--- src/rtl/h264_pps_header_parser_top_assert.svh ---
// Assertion macros shared by the parameter set parser modules.
// Depends on nothing; included inside module bodies.
`ifndef H264_PPS_HEADER_PARSER_TOP_ASSERT_SVH
`define H264_PPS_HEADER_PARSER_TOP_ASSERT_SVH
// Checks that a condition implies a consequence in the same cycle.
`define PPS_ASSERT_IMPL(label, clk, rst, cond, cons, msg) \
   label: assert property (@(posedge clk) disable iff (rst) (cond) |-> (cons)) else $error(msg);
// Checks that a condition implies a consequence in the next cycle.
`define PPS_ASSERT_NEXT(label, clk, rst, cond, cons, msg) \
   label: assert property (@(posedge clk) disable iff (rst) (cond) |=> (cons)) else $error(msg);
`endif

--- src/rtl/hpps_pkg.sv ---
// Package for the parameter set parser: syntax steps, status codes and limits.
// Depends on nothing.
`timescale 1ns / 1ps
`default_nettype none
package hpps_pkg;
   localparam int unsigned MaxSliceGroups = 8;
   localparam int unsigned MaxMapUnits    = 4194304;
   localparam int unsigned QueueDepth     = 2;

   typedef enum logic [4:0] {
      ST_PPS_ID, ST_SPS_ID, ST_ENTROPY, ST_BOTTOM, ST_NUM_GROUPS, ST_MAP_TYPE,
      ST_MAP_UE, ST_MAP_DIR, ST_MAP_RATE, ST_MAP_SIZE, ST_MAP_IDS, ST_REF0,
      ST_REF1, ST_WP, ST_BIPRED, ST_QP, ST_QS, ST_CQP, ST_DEBLOCK, ST_CIP,
      ST_RED, ST_EXT_CHECK, ST_T8, ST_SMP, ST_LIST_FLAG, ST_LIST_DELTA,
      ST_CQP2, ST_DONE, ST_ERR, ST_MAP_SIZE_MUL
   } step_type;

   localparam logic [2:0] STATUS_OK        = 3'd0;
   localparam logic [2:0] STATUS_MALFORMED = 3'd1;
   localparam logic [2:0] STATUS_GROUPS    = 3'd2;
   localparam logic [2:0] STATUS_MAP_TYPE  = 3'd3;
   localparam logic [2:0] STATUS_MAP_SIZE  = 3'd4;

   // One queued request between the front and the back.
   typedef struct packed {
      logic [7:0] data_byte;
      logic       final_byte;
   } req_type;

   // One result.
   typedef struct packed {
      logic [2:0]  status;
      logic [31:0] param_set_id;
      logic [31:0] seq_set_id;
      logic        entropy_mode;
      logic [31:0] ref_count_l0_minus1;
      logic [31:0] ref_count_l1_minus1;
      logic [31:0] init_qp_minus26;
      logic        deblock_control_present;
      logic        xform8_flag;
   } rsp_type;

   // Bits needed to code a group id for a group count minus one.
   function automatic logic [1:0] id_bits(input logic [2:0] g);
      logic [1:0] r;
      begin
         if (g == 3'd0)      r = 2'd0;
         else if (g == 3'd1) r = 2'd1;
         else if (g <= 3'd3) r = 2'd2;
         else                r = 2'd3;
         return r;
      end
   endfunction
endpackage
`default_nettype wire

--- src/rtl/h264_pps_header_parser_top.sv ---
// Top level of the picture parameter set parser.
// Depends on hpps_pkg, hpps_front and hpps_back.
`timescale 1ns / 1ps
`default_nettype none
// Takes one RBSP byte per request and decodes it one bit per clock, except
// where the engine loads a byte from the two-entry input queue or takes a
// step that reads no bit: the extension check and the step after the map size
// code. Each byte is loaded and then walked through its eight bits. A byte in
// which parsing completes or fails stops at that bit, and a byte that arrives
// after completion or an error is loaded and dropped. The final byte also posts
// the result, and waits while the previous result has not been popped. Requests
// queue while the bit engine works, and the single result register holds a
// status and the kept fields until it is popped.
module h264_pps_header_parser_top (
   input  wire logic        clock,
   input  wire logic        reset,
   input  wire logic        push,
   output logic             full,
   input  wire logic [7:0]  req_data_byte,
   input  wire logic        req_final_byte,
   output logic             empty,
   input  wire logic        pop,
   output logic [2:0]       rsp_status,
   output logic [31:0]      rsp_param_set_id,
   output logic [31:0]      rsp_seq_set_id,
   output logic             rsp_entropy_mode,
   output logic [31:0]      rsp_ref_count_l0_minus1,
   output logic [31:0]      rsp_ref_count_l1_minus1,
   output logic signed [31:0] rsp_init_qp_minus26,
   output logic             rsp_deblock_control_present,
   output logic             rsp_xform8_flag
);
   import hpps_pkg::*;

   logic    q_valid, q_take, rsp_valid;
   req_type q_data;
   rsp_type rsp_data;

   hpps_front u_front (
      .clock, .reset, .push, .full, .req_data_byte, .req_final_byte,
      .q_valid, .q_data, .q_take
   );

   hpps_back u_back (
      .clock, .reset, .q_valid, .q_data, .q_take,
      .rsp_valid, .rsp_data, .rsp_take(pop)
   );

   // Result ports.
   assign empty                       = !rsp_valid;
   assign rsp_status                  = rsp_data.status;
   assign rsp_param_set_id            = rsp_data.param_set_id;
   assign rsp_seq_set_id              = rsp_data.seq_set_id;
   assign rsp_entropy_mode            = rsp_data.entropy_mode;
   assign rsp_ref_count_l0_minus1     = rsp_data.ref_count_l0_minus1;
   assign rsp_ref_count_l1_minus1     = rsp_data.ref_count_l1_minus1;
   assign rsp_init_qp_minus26         = rsp_data.init_qp_minus26;
   assign rsp_deblock_control_present = rsp_data.deblock_control_present;
   assign rsp_xform8_flag             = rsp_data.xform8_flag;
endmodule
`default_nettype wire

--- src/rtl/hpps_front.sv ---
// Front end: accepts request bytes into a short queue for the bit engine.
// Depends on hpps_pkg.
`timescale 1ns / 1ps
`default_nettype none
module hpps_front (
   input  wire logic             clock,
   input  wire logic             reset,
   input  wire logic             push,
   output logic                  full,
   input  wire logic [7:0]       req_data_byte,
   input  wire logic             req_final_byte,
   output logic                  q_valid,
   output hpps_pkg::req_type     q_data,
   input  wire logic             q_take
);
   import hpps_pkg::*;
   `include "h264_pps_header_parser_top_assert.svh"

   req_type    mem_ff [QueueDepth];
   logic       wr_ff, wr_in, rd_ff, rd_in;
   logic [1:0] cnt_ff, cnt_in;
   logic       do_push, do_pop;

   assign full    = (cnt_ff == 2'(QueueDepth));
   assign q_valid = (cnt_ff != 2'd0);
   assign q_data  = mem_ff[rd_ff];
   assign do_push = push && !full;
   assign do_pop  = q_take && q_valid;

   // Pointer and count update.
   always_comb begin
      wr_in  = do_push ? ~wr_ff : wr_ff;
      rd_in  = do_pop ? ~rd_ff : rd_ff;
      cnt_in = cnt_ff + {1'b0, do_push} - {1'b0, do_pop};
   end

   // Queue storage and control.
   always_ff @(posedge clock) begin
      if (do_push) begin
         mem_ff[wr_ff] <= '{data_byte: req_data_byte, final_byte: req_final_byte};
      end
      if (reset) begin
         wr_ff  <= 1'b0;
         rd_ff  <= 1'b0;
         cnt_ff <= 2'd0;
      end else begin
         wr_ff  <= wr_in;
         rd_ff  <= rd_in;
         cnt_ff <= cnt_in;
      end
   end

   `PPS_ASSERT_IMPL(a_cnt_range, clock, reset, 1'b1, cnt_ff <= 2'(QueueDepth), "queue overflow")
   `PPS_ASSERT_NEXT(a_push_count, clock, reset, do_push && !do_pop, cnt_ff == $past(cnt_ff) + 2'd1, "push lost")
   `PPS_ASSERT_IMPL(a_ptr_agree, clock, reset, cnt_ff == 2'd1, wr_ff != rd_ff, "pointers disagree")
endmodule
`default_nettype wire

--- src/rtl/hpps_back.sv ---
// Back end: walks the bits of each byte through the parameter set syntax.
// Depends on hpps_pkg.
`timescale 1ns / 1ps
`default_nettype none
module hpps_back (
   input  wire logic          clock,
   input  wire logic          reset,
   input  wire logic          q_valid,
   input  wire hpps_pkg::req_type q_data,
   output logic               q_take,
   output logic               rsp_valid,
   output hpps_pkg::rsp_type  rsp_data,
   input  wire logic          rsp_take
);
   import hpps_pkg::*;
   `include "h264_pps_header_parser_top_assert.svh"

   typedef enum logic [1:0] {S_LOAD, S_BITS, S_EMIT} phase_type;

   phase_type   phase_ff;
   logic [7:0]  byte_ff;
   logic        last_ff;
   logic [2:0]  pos_ff;
   step_type    step_ff;
   logic [5:0]  lz_ff;
   logic [32:0] acc_ff;
   logic        suf_ff;
   logic [2:0]  grp_ff;
   logic [23:0] loop_ff;
   logic [2:0]  li_ff;
   logic [7:0]  ls_ff;
   logic [2:0]  err_ff;
   logic [31:0] pps_ff, sps_ff, r0_ff, r1_ff, qp_ff;
   logic        ent_ff, dbk_ff, t8_ff;
   logic [21:0] mul_v_ff;
   logic        out_full_ff;
   rsp_type     out_ff;

   logic        bit_v, ex_more, ue_done, ue_err;
   logic [31:0] code_v, se_v;
   logic        ue_step, end_byte;
   logic [7:0]  scale_sum;
   logic [7:0]  low_mask;
   logic        emit_go;

   assign bit_v    = byte_ff[3'd7 - pos_ff];
   assign low_mask = (8'd1 << (3'd7 - pos_ff)) - 8'd1;
   assign ex_more  = !last_ff || ((byte_ff & low_mask) != 8'd0);
   assign q_take   = (phase_ff == S_LOAD) && q_valid;
   assign rsp_valid = out_full_ff;
   assign rsp_data  = out_ff;
   assign emit_go   = (phase_ff == S_EMIT) && (!out_full_ff || rsp_take);

   // Steps that read an Exp-Golomb code.
   always_comb begin
      case (step_ff)
         ST_PPS_ID, ST_SPS_ID, ST_NUM_GROUPS, ST_MAP_TYPE, ST_MAP_UE, ST_MAP_RATE,
         ST_MAP_SIZE, ST_REF0, ST_REF1, ST_QP, ST_QS, ST_CQP, ST_LIST_DELTA,
         ST_CQP2: ue_step = 1'b1;
         default: ue_step = 1'b0;
      endcase
   end

   // One Exp-Golomb bit.
   always_comb begin
      ue_done = 1'b0;
      ue_err  = 1'b0;
      code_v  = 32'd0;
      if (!suf_ff) begin
         if (!bit_v) ue_err = (lz_ff >= 6'd31);
         else if (lz_ff == 6'd0) ue_done = 1'b1;
      end else if (lz_ff == 6'd1) begin
         ue_done = 1'b1;
         code_v  = 32'({acc_ff[31:0], bit_v} - 33'd1);
      end
   end

   assign se_v      = code_v[0] ? ({1'b0, code_v[31:1]} + 32'd1)
                                : (32'd0 - {1'b0, code_v[31:1]});
   assign scale_sum = ls_ff + se_v[7:0];
   assign end_byte  = (pos_ff == 3'd7);

   // Bit engine sequencer and result register.
   always_ff @(posedge clock) begin
      if (reset) begin
         phase_ff <= S_LOAD;
         pos_ff <= 3'd0; step_ff <= ST_PPS_ID; lz_ff <= 6'd0; acc_ff <= 33'd0;
         suf_ff <= 1'b0; grp_ff <= 3'd0; loop_ff <= 24'd0; li_ff <= 3'd0;
         ls_ff <= 8'd8; err_ff <= STATUS_OK;
         pps_ff <= '0; sps_ff <= '0; r0_ff <= '0; r1_ff <= '0; qp_ff <= '0;
         ent_ff <= 1'b0; dbk_ff <= 1'b0; t8_ff <= 1'b0; out_full_ff <= 1'b0;
         byte_ff <= 8'd0; last_ff <= 1'b0; mul_v_ff <= 22'd0;
      end else begin
         out_full_ff <= emit_go || (out_full_ff && !rsp_take);
         case (phase_ff)
            S_LOAD: begin
               if (q_valid) begin
                  byte_ff  <= q_data.data_byte;
                  last_ff  <= q_data.final_byte;
                  pos_ff   <= 3'd0;
                  phase_ff <= S_BITS;
               end
            end
            S_BITS: begin
               if (step_ff == ST_DONE || step_ff == ST_ERR) begin
                  phase_ff <= last_ff ? S_EMIT : S_LOAD;
               end else if (step_ff == ST_EXT_CHECK) begin
                  step_ff <= ex_more ? ST_T8 : ST_DONE;
               end else if (step_ff == ST_MAP_SIZE_MUL) begin
                  loop_ff <= 24'(({2'b0, mul_v_ff} + 24'd1) * id_bits(grp_ff));
                  step_ff <= (id_bits(grp_ff) != 2'd0) ? ST_MAP_IDS : ST_REF0;
               end else begin
                  if (end_byte) phase_ff <= last_ff ? S_EMIT : S_LOAD;
                  pos_ff <= pos_ff + 3'd1;
                  if (ue_step) begin
                     if (ue_err) begin
                        err_ff <= STATUS_MALFORMED; step_ff <= ST_ERR;
                     end else if (!suf_ff) begin
                        if (!bit_v) lz_ff <= lz_ff + 6'd1;
                        else if (lz_ff != 6'd0) begin acc_ff <= 33'd1; suf_ff <= 1'b1; end
                     end else begin
                        acc_ff <= ue_done ? 33'd0 : {acc_ff[31:0], bit_v};
                        lz_ff  <= lz_ff - 6'd1;
                        if (ue_done) suf_ff <= 1'b0;
                     end
                     if (ue_done) begin
                        case (step_ff)
                           ST_PPS_ID: begin pps_ff <= code_v; step_ff <= ST_SPS_ID; end
                           ST_SPS_ID: begin sps_ff <= code_v; step_ff <= ST_ENTROPY; end
                           ST_NUM_GROUPS: begin
                              if (code_v > 32'(MaxSliceGroups - 1)) begin
                                 err_ff <= STATUS_GROUPS; step_ff <= ST_ERR;
                              end else begin
                                 grp_ff  <= code_v[2:0];
                                 step_ff <= (code_v != 32'd0) ? ST_MAP_TYPE : ST_REF0;
                              end
                           end
                           ST_MAP_TYPE: begin
                              if (code_v == 32'd0) begin
                                 loop_ff <= 24'(grp_ff) + 24'd1; step_ff <= ST_MAP_UE;
                              end else if (code_v == 32'd1) step_ff <= ST_REF0;
                              else if (code_v == 32'd2) begin
                                 loop_ff <= {20'd0, grp_ff, 1'b0}; step_ff <= ST_MAP_UE;
                              end else if (code_v <= 32'd5) step_ff <= ST_MAP_DIR;
                              else if (code_v == 32'd6) step_ff <= ST_MAP_SIZE;
                              else begin err_ff <= STATUS_MAP_TYPE; step_ff <= ST_ERR; end
                           end
                           ST_MAP_UE: begin
                              loop_ff <= loop_ff - 24'd1;
                              if (loop_ff == 24'd1) step_ff <= ST_REF0;
                           end
                           ST_MAP_RATE: step_ff <= ST_REF0;
                           ST_MAP_SIZE: begin
                              if (code_v >= 32'(MaxMapUnits)) begin
                                 err_ff <= STATUS_MAP_SIZE; step_ff <= ST_ERR;
                              end else begin
                                 mul_v_ff <= code_v[21:0]; step_ff <= ST_MAP_SIZE_MUL;
                              end
                           end
                           ST_REF0: begin r0_ff <= code_v; step_ff <= ST_REF1; end
                           ST_REF1: begin r1_ff <= code_v; step_ff <= ST_WP; end
                           ST_QP:   begin qp_ff <= se_v; step_ff <= ST_QS; end
                           ST_QS:   step_ff <= ST_CQP;
                           ST_CQP:  step_ff <= ST_DEBLOCK;
                           ST_LIST_DELTA: begin
                              if (scale_sum != 8'd0) ls_ff <= scale_sum;
                              if (scale_sum == 8'd0 || loop_ff == 24'd1) begin
                                 loop_ff <= 24'd0;
                                 li_ff <= li_ff + 3'd1;
                                 if ({1'b0, li_ff} + 4'd1 >= (t8_ff ? 4'd8 : 4'd6))
                                    step_ff <= ST_CQP2;
                                 else step_ff <= ST_LIST_FLAG;
                              end else loop_ff <= loop_ff - 24'd1;
                           end
                           ST_CQP2: step_ff <= ST_DONE;
                           default: ;
                        endcase
                     end
                  end else begin
                     case (step_ff)
                        ST_ENTROPY: begin ent_ff <= bit_v; step_ff <= ST_BOTTOM; end
                        ST_BOTTOM:  step_ff <= ST_NUM_GROUPS;
                        ST_MAP_DIR: step_ff <= ST_MAP_RATE;
                        ST_MAP_IDS: begin
                           loop_ff <= loop_ff - 24'd1;
                           if (loop_ff == 24'd1) step_ff <= ST_REF0;
                        end
                        ST_WP: begin loop_ff <= 24'd2; step_ff <= ST_BIPRED; end
                        ST_BIPRED: begin
                           loop_ff <= loop_ff - 24'd1;
                           if (loop_ff == 24'd1) step_ff <= ST_QP;
                        end
                        ST_DEBLOCK: begin dbk_ff <= bit_v; step_ff <= ST_CIP; end
                        ST_CIP: step_ff <= ST_RED;
                        ST_RED: step_ff <= ST_EXT_CHECK;
                        ST_T8:  begin t8_ff <= bit_v; step_ff <= ST_SMP; end
                        ST_SMP: begin
                           if (bit_v) begin li_ff <= 3'd0; step_ff <= ST_LIST_FLAG; end
                           else step_ff <= ST_CQP2;
                        end
                        ST_LIST_FLAG: begin
                           if (bit_v) begin
                              loop_ff <= (li_ff < 3'd6) ? 24'd16 : 24'd64;
                              ls_ff <= 8'd8; step_ff <= ST_LIST_DELTA;
                           end else begin
                              li_ff <= li_ff + 3'd1;
                              if ({1'b0, li_ff} + 4'd1 >= (t8_ff ? 4'd8 : 4'd6))
                                 step_ff <= ST_CQP2;
                              else step_ff <= ST_LIST_FLAG;
                           end
                        end
                        default: ;
                     endcase
                  end
               end
            end
            S_EMIT: begin
               if (emit_go) begin
                  if (step_ff == ST_DONE || step_ff == ST_EXT_CHECK) begin
                     out_ff <= '{status: STATUS_OK, param_set_id: pps_ff, seq_set_id: sps_ff,
                                 entropy_mode: ent_ff, ref_count_l0_minus1: r0_ff,
                                 ref_count_l1_minus1: r1_ff, init_qp_minus26: qp_ff,
                                 deblock_control_present: dbk_ff, xform8_flag: t8_ff};
                  end else begin
                     out_ff <= '{status: (step_ff == ST_ERR) ? err_ff : STATUS_MALFORMED,
                                 default: '0};
                  end
                  phase_ff <= S_LOAD;
                  step_ff <= ST_PPS_ID; lz_ff <= 6'd0; acc_ff <= 33'd0; suf_ff <= 1'b0;
                  grp_ff <= 3'd0; loop_ff <= 24'd0; li_ff <= 3'd0;
                  ls_ff <= 8'd8; err_ff <= STATUS_OK; pps_ff <= '0; sps_ff <= '0;
                  r0_ff <= '0; r1_ff <= '0; qp_ff <= '0; ent_ff <= 1'b0;
                  dbk_ff <= 1'b0; t8_ff <= 1'b0;
               end
            end
            default: phase_ff <= S_LOAD;
         endcase
      end
   end

   `PPS_ASSERT_IMPL(a_take_load, clock, reset, q_take, phase_ff == S_LOAD, "byte taken mid-parse")
   `PPS_ASSERT_IMPL(a_err_code, clock, reset, step_ff == ST_ERR, err_ff != STATUS_OK, "error without code")
   `PPS_ASSERT_NEXT(a_emit, clock, reset, phase_ff == S_EMIT && !out_full_ff, out_full_ff, "result lost")
endmodule
`default_nettype wire

--- config.mk ---
export PLATFORM = sky130hd
export DESIGN_NAME = h264_pps_header_parser_top
export DESIGN_NICKNAME = d
export VERILOG_FILES = /design/src/rtl/hpps_pkg.sv /design/src/rtl/h264_pps_header_parser_top.sv /design/src/rtl/hpps_front.sv /design/src/rtl/hpps_back.sv
export VERILOG_INCLUDE_DIRS = /design/src /design/src/rtl
export SDC_FILE = /design/constraint.sdc
export NUM_CORES = 1
export LEC_CHECK = 0
export BUFFER_PORTS_ARGS = -buffer_cell sky130_fd_sc_hd__buf_4
export CAP_MARGIN = 20
export CORE_MARGIN = 3
export CORE_UTILIZATION = 26
export CTS_BUF_LIST = sky130_fd_sc_hd__clkbuf_4
export DETAILED_ROUTE_END_ITERATION = 16
export PLACE_DENSITY = 0.41
export SYNTH_ARGS = -nofsm -noshare
export SYNTH_HDL_FRONTEND = slang
export SYNTH_HIERARCHICAL = 1
export SYNTH_SLANG_ARGS = --single-unit
--- constraint.sdc ---
create_clock -name clock -period 11.73 [get_ports clock]
set_input_delay 2.346 -clock clock [delete_from_list [all_inputs] [get_ports clock]]
set_output_delay 2.346 -clock clock [all_outputs]
set_load 0.005 [all_outputs]
==> run summary, run 1 <==
outcome: complete, no violations
Synth cell types: 98
clock root cell: clkbuf_4
Clock Path Buffers: 3
r2r endpoint: u_back/ue_step$_DFF_P_
initial antenna violation count: 5
kind of path behind the tightest hold check: register to register
Boundary Pins: 181
IO Port Bufs: 180
Max Cap Viol: 0
post-cts hold buffer count: 0
Synth Area per Inst: 8.68 um^2
final setup vio count: 0
Routed Antenna Nets: 0
Pre-antenna DRT Iters: 6
CTS tree: done
RD Place Congestion: 0.875
Nets: 3107
most common cell after layout, fill and taps aside: nand2_1
FFs w/ async S/R, synth: 0%
sequential-to-total area share from yosys stat: 46.1%
reg2reg start: u_back/pos_ff[1]$_SDFFE_PP0P_
CORE AREA: 93600 um^2
Worst Path Arrival: 8.79 ns
RSZ-0062 raised after global routing: no
via count of the first global-routing pass: 21335
crit path from: u_back/pos_ff[1]$_SDFFE_PP0P_
hold_sp: u_back/qp_ff[26]$_SDFFE_PP0P_
Final Hold Fails: 0
share of cells above drive strength 1: 16.5%
Synth Register Bits: 474
Initial Util: 26.3%
post-CTS sizing: 0
via/cell ratio: 4.95
WL/cell: 19.6 um
critical path required time: 12.59 ns
cell area after synthesis: 24600 um^2
total of warnings raised by yosys: 6
first-pass GRT wire length: 132 mm
total power: 5.11 mW
PD cells: 175 nW/um^2
measured slew at the worst slew-check pin: 1.17 ns
worst setup path end: u_back/ue_step$_DFF_P_
die area: 98300 um^2
Fmax achieved: 126 MHz
FP Rows: 112
Yosys top cell area share: 23.6%
# H-tree levels: 4
Post-synth EDFFs: 184
final setup TNS: 0 ns
Die X: 314 um
critical path endpoint category: register
CP startpoint kind: register
total routed wirelength: 86.5 mm
peak supply drop: 122 uV
most frequent cells in the layout: nand2_1, nor2_1, dfxtp_1, a21oi_1, buf_4
CP Class: register to register
reg2reg path depth: 27
Die H: 314 um
fin crit share: 67.6%
Min Clock Period, post-route: 7.93 ns
max-slew violation count: 0
Mapped Cells: 2832
ys flop type: dfxtp_1
Area contributors post-synth: dfxtp_1, edfxtp_1, nand2_1
biggest area consumer among synthesized cells: dfxtp_1
P&R area growth vs syn: 18.7%
Rel. slew slack: 21.9%
Static Leak: 10.5 nW
hold path cells: 2
largest net degree at the start of global routing: 180
Clock Skews: 0.0988 ns
r2r setup slk: 3.80 ns
DRT iter0 DRCs: 1454
hpwl dp: 60.0 mm
GR Util All Layers: 17.4%
clock sink count: 474
via count: 21805
CTS clk-pin slew, worst paths: 0.06 ns
Clock Latency Late Sink: 1.05 ns
fin util: 31.2%
total grt overflow: 0
crit-path max FO: 24
TritonCTS buffer count: 144
DRC: 0
synthesized netlist net count: 2908
Post-CTS Setup Repair Bufs: 0
## per-stage QoR
stage | hold slack, ns | std cells | area, um^2 | setup slack [ns]
finish | 0.443 | 4409 | 29200 | 3.80
global route | 0.464 | 4405 | 29200 | 3.34
CTS | 0.440 | 4403 | 29200 | 3.95
detailed placement | 0.436 | 4139 | 27200 | 3.99
global placement | 0.436 | 4139 | 27200 | 4.05
floorplan | 0.417 | 2832 | 24600 | 1.20
## kinds of logic (layout without fill, tap and decap cells)
family	after synthesis	count (layout)	synth area share (%)
buffers and inverters	230	547	3.67
XOR/XNOR	100	100	3.68
AO/OA/AOI/OAI	634	634	16.1
flip-flops	474	474	46.1
multiplexers	42	42	1.79
AND/OR/NAND/NOR	1289	1289	25.4
adder cells (fa/ha/maj)	63	63	3.27
other	0	6	0
## per-layer routing
metal / track usage, % / share of wire (%) / vias up
li1: - / - / 10514
met1: 23.7 / 47 / 10540
met2: 27.8 / 46 / 631
met3: 3.50 / 5.3 / 120
met4: 5.41 / 2.1 / 0
met5: 0 / 0 / -
## flip-flops by register name (all words and copies together), names as in the netlist, 5 cells and up, named ones only
signal / flops
u_back/r1_ff: 32
u_back/byte_ff: 8
u_back/sps_ff: 32
u_back/step_ff: 5
u_back/loop_ff: 24
u_back/mul_v_ff: 22
u_back/pps_ff: 32
u_back/acc_ff: 31
u_back/r0_ff: 32
u_back/qp_ff: 32
u_back/rsp_data: 166
u_back/ls_ff: 8
u_front/mem_ff: 18
u_back/lz_ff: 6
## synthesized netlist by cell type, drive strengths merged, types with 9 or more instances
cell type,instances
buf,20
clkbuf,150
a21o,19
nand2,426
mux2i,26
o21a,13
or4,18
o31ai,11
or2,17
and3,14
nand4,19
inv,60
o221ai,11
xor2,37
a31oi,28
mux2,16
nor2,294
nor3b,10
or3,23
o21ai,93
a32oi,13
nand3b,13
o211ai,18
nor3,60
a211oi,18
and2,193
nor4,28
nand3,91
xnor2,61
nand2b,32
o31a,9
nor2b,24
a22oi,25
ha,61
edfxtp,184
dfxtp,290
a21oi,288
## where the power goes
group / internal (mW) / total [mW] / switching [mW]
clock network: 0.923 / 1.70 / 0.778
registers: 1.77 / 1.82 / 0.0582
logic: 0.455 / 1.58 / 1.12
total: 3.14 / 5.11 / 1.96
## worst max-delay path, cell delays in order, from the launching register on
cell and delay, ns:
dfxtp_1 0.53, mux2_2 0.39, a2bb2oi_1 0.21, and2_1 0.20
buf_4 0.20, inv_1 0.42, nand2_1 0.68, inv_1 0.79
ha_1 0.38, inv_1 0.07, ha_1 0.15, inv_1 0.05
fa_1 0.40, inv_1 0.08, a21oi_1 0.06, o21bai_1 0.21
xor2_1 0.13, or4b_2 0.62, or4_1 0.54, nor2_1 0.33
or3_1 0.17, a31oi_1 0.13, o41ai_1 0.27, ha_1 0.17
inv_1 0.05, nor4_1 0.24, a211oi_1 0.08, mux2_2 0.27
## worst min-delay path by stage
stage	to	slack (ns)
finish	u_back/qp_ff[26]$_SDFFE_PP0P_	0.44
global route	u_back/r0_ff[19]$_SDFFE_PP0P_	0.46
CTS	u_back/rsp_data[107]$_SDFFCE_PN0P_	0.44
detailed placement	u_back/qp_ff[22]$_SDFFE_PP0P_	0.44
global placement	u_back/sps_ff[24]$_SDFFE_PP0P_	0.44
floorplan	u_back/qp_ff[16]$_SDFFE_PP0P_	0.42
## layout make-up
class | count | area [um^2]
Tap cell | 1254 | 1570
Sequential cell | 474 | 11300
Fill cell | 10108 | 64400
Clock buffer | 217 | 1630
Inverter | 60 | 225
Antenna cell | 6 | 15.0
Timing Repair Buffer | 223 | 1690
Multi-Input combinational cell | 2128 | 12400
Clock inverter | 47 | 322
Note: power is estimated with default switching activity, not from simulation.
==> inputs of run 2 (changes only) <==
--- a/config.mk
+++ b/config.mk
@@ -12,7 +12,7 @@
 export CORE_UTILIZATION = 26
 export CTS_BUF_LIST = sky130_fd_sc_hd__clkbuf_4
 export DETAILED_ROUTE_END_ITERATION = 16
-export PLACE_DENSITY = 0.41
+export PLACE_DENSITY = 0.42
 export SYNTH_ARGS = -nofsm -noshare
 export SYNTH_HDL_FRONTEND = slang
 export SYNTH_HIERARCHICAL = 1
==> constraint.sdc (replaced) <==
create_clock -name clock -period 6.9 [get_ports clock]
set_input_delay 1.38 -clock clock [delete_from_list [all_inputs] [get_ports clock]]
set_output_delay 1.38 -clock clock [all_outputs]
set_load 0.005 [all_outputs]
==> run 2 against run 1 <==
  * Cell count hardly changed
  * Via count barely moved
  * Sequential power rose by 71%
  * Utilization up 0.12 points
  * Critical path type unchanged
  * Largest cell class unchanged
==> run summary, run 2 (same netlist as run 1, synthesis figures left out) <==
most common cell after layout, fill and taps aside: nand2_1
most frequent cells in the layout: nand2_1, nor2_1, dfxtp_1, a21oi_1, buf_4
DRC: 0
RSZ-0062 raised after global routing: no
die area: 98300 um^2
Rel. slew slack: 27.5%
fin util: 31.3%
CTS clk-pin slew, worst paths: 0.06 ns
FP Rows: 112
clock sink count: 474
WL met1: 39.3 mm
PD cells: 294 nW/um^2
total grt overflow: 0
clock power share: 32.3%
Clock Path Buffers: 3
Int Pwr: 5.32 mW
CORE AREA: 93600 um^2
# H-tree levels: 4
CP startpoint kind: register
critical path required time: 7.73 ns
final setup vio count: 0
hpwl dp: 59.3 mm
fin crit share: 92.6%
Clock Latency Late Sink: 1.02 ns
critical path endpoint category: register
max-slew violation count: 0
Fmax achieved: 157 MHz
Die H: 314 um
WL/cell: 19.3 um
clock root cell: clkbuf_4
WHS: 0.445 ns
total power: 8.61 mW
Seq pwr share: 36.2%
post-cts hold buffer count: 0
Boundary Pins: 181
Post-CTS Setup Repair Bufs: 0
Worst Path Arrival: 7.22 ns
first-pass GRT wire length: 131 mm
Final Hold Fails: 0
outcome: complete, no violations
GR Util All Layers: 17.1%
Nets: 3126
DRT iter0 DRCs: 1678
share of cells above drive strength 1: 17.2%
TritonCTS buffer count: 141
CP Class: register to register
measured slew at the worst slew-check pin: 1.09 ns
via count of the first global-routing pass: 21527
post-CTS sizing: 0
Die X: 314 um
Routed Antenna Nets: 0
via/cell ratio: 4.94
Initial Util: 26.3%
Pre-antenna DRT Iters: 5
IO Port Bufs: 180
uppermost routed layer: met4
crit-path max FO: 7
total net switching power: 3.29 mW
via count: 21790
Clock Skews: 0.0952 ns
Non-Filler Instances: 4411
peak supply drop: 124 uV
Switching Fraction: 38.2%
Max Cap Viol: 0
Placed Cells: 4159
Gate power share: 31.5%
max reg flops: 166
Min Clock Period, post-route: 6.39 ns
P&R area growth vs syn: 19.2%
CTS tree: done
RD Place Congestion: 0.888
met2 routed WL: 38.4 mm
total routed wirelength: 85.0 mm
largest net degree at the start of global routing: 169
final setup TNS: 0 ns
initial antenna violation count: 3
Static Leak: 10.5 nW
met3 wire length: 5.13 mm
kind of path behind the tightest hold check: register to register
==> run 2: cell types whose count changed in the layout (fill, tap and decap cells not counted), sizes merged <==
cell / before / now
diode: 6 / 3
buf: 222 / 244
bufinv: 3 / 1
inv: 68 / 69
clkbuf: 218 / 223
clkinv: 35 / 14
==> run 2: layer usage <==
layer | vias up | track usage, %
li1 | 10538 | -
met1 | 10356 | 23.2
met2 | 761 | 26.7
met3 | 135 | 3.65
met4 | 0 | 6.29
met5 | - | 0
==> run 2: final timing paths <==
kind                                          to                      startpoint  cells past startpoint  slack [ns]
hold reg to reg   u_back/pps_ff[19]$_SDFFE_PP0P_  u_back/pps_ff[19]$_SDFFE_PP0P_                      2        0.45
hold / removal    u_back/pps_ff[19]$_SDFFE_PP0P_  u_back/pps_ff[19]$_SDFFE_PP0P_                      2        0.45
setup reg to reg          u_back/ue_step$_DFF_P_   u_back/pos_ff[1]$_SDFFE_PP0P_                     26        0.51
setup / recovery          u_back/ue_step$_DFF_P_   u_back/pos_ff[1]$_SDFFE_PP0P_                     26        0.51
==> run 2: power by group through the flow <==
stage	logic, mW	registers (mW)	clock network, mW
after floorplan	1.82	3.12	0
after global placement	2.66	3.17	0
after detailed placement	2.68	3.17	0
after CTS	2.69	3.11	2.91
after global routing	2.98	3.13	3.06
final	2.72	3.11	2.78
==> run 2: stage by stage <==
stage	area, um^2	setup WS [ns]
floorplan	24600	0.155
global placement	27400	0.575
detailed placement	27400	0.557
CTS	29300	0.523
global route	29300	0.0753
finish	29300	0.510
==> run 2: final cells by class <==
cell class,count,area [um^2]
sequential,474,11300
inverter,60,225
fill,9946,64300
antenna,3,7.51
tap,1254,1570
clock buffer,222,1670
clock inverter,25,189
multi-input combinational,2128,12400
timing repair buffer,245,1910
==> run 2: critical path, stage by stage, from the launching register on <==
cell       delay [ns]
dfxtp_1          0.33
buf_4            0.16
mux2i_1          0.24
a2bb2oi_1        0.17
and2_1           0.21
inv_1            0.09
ha_1             0.25
nor3b_1          0.37
xor2_1           0.22
or4_1            0.53
a32oi_1          0.23
xor2_1           0.29
ha_1             0.32
o21a_1           0.13
a21o_1           0.18
a21oi_1          0.24
xnor2_1          0.24
xnor3_1          0.32
nor2_1           0.07
or3_1            0.32
a31oi_1          0.32
o41ai_1          0.11
ha_1             0.30
inv_1            0.05
nor4_1           0.25
a211oi_1         0.07
mux2_2           0.26
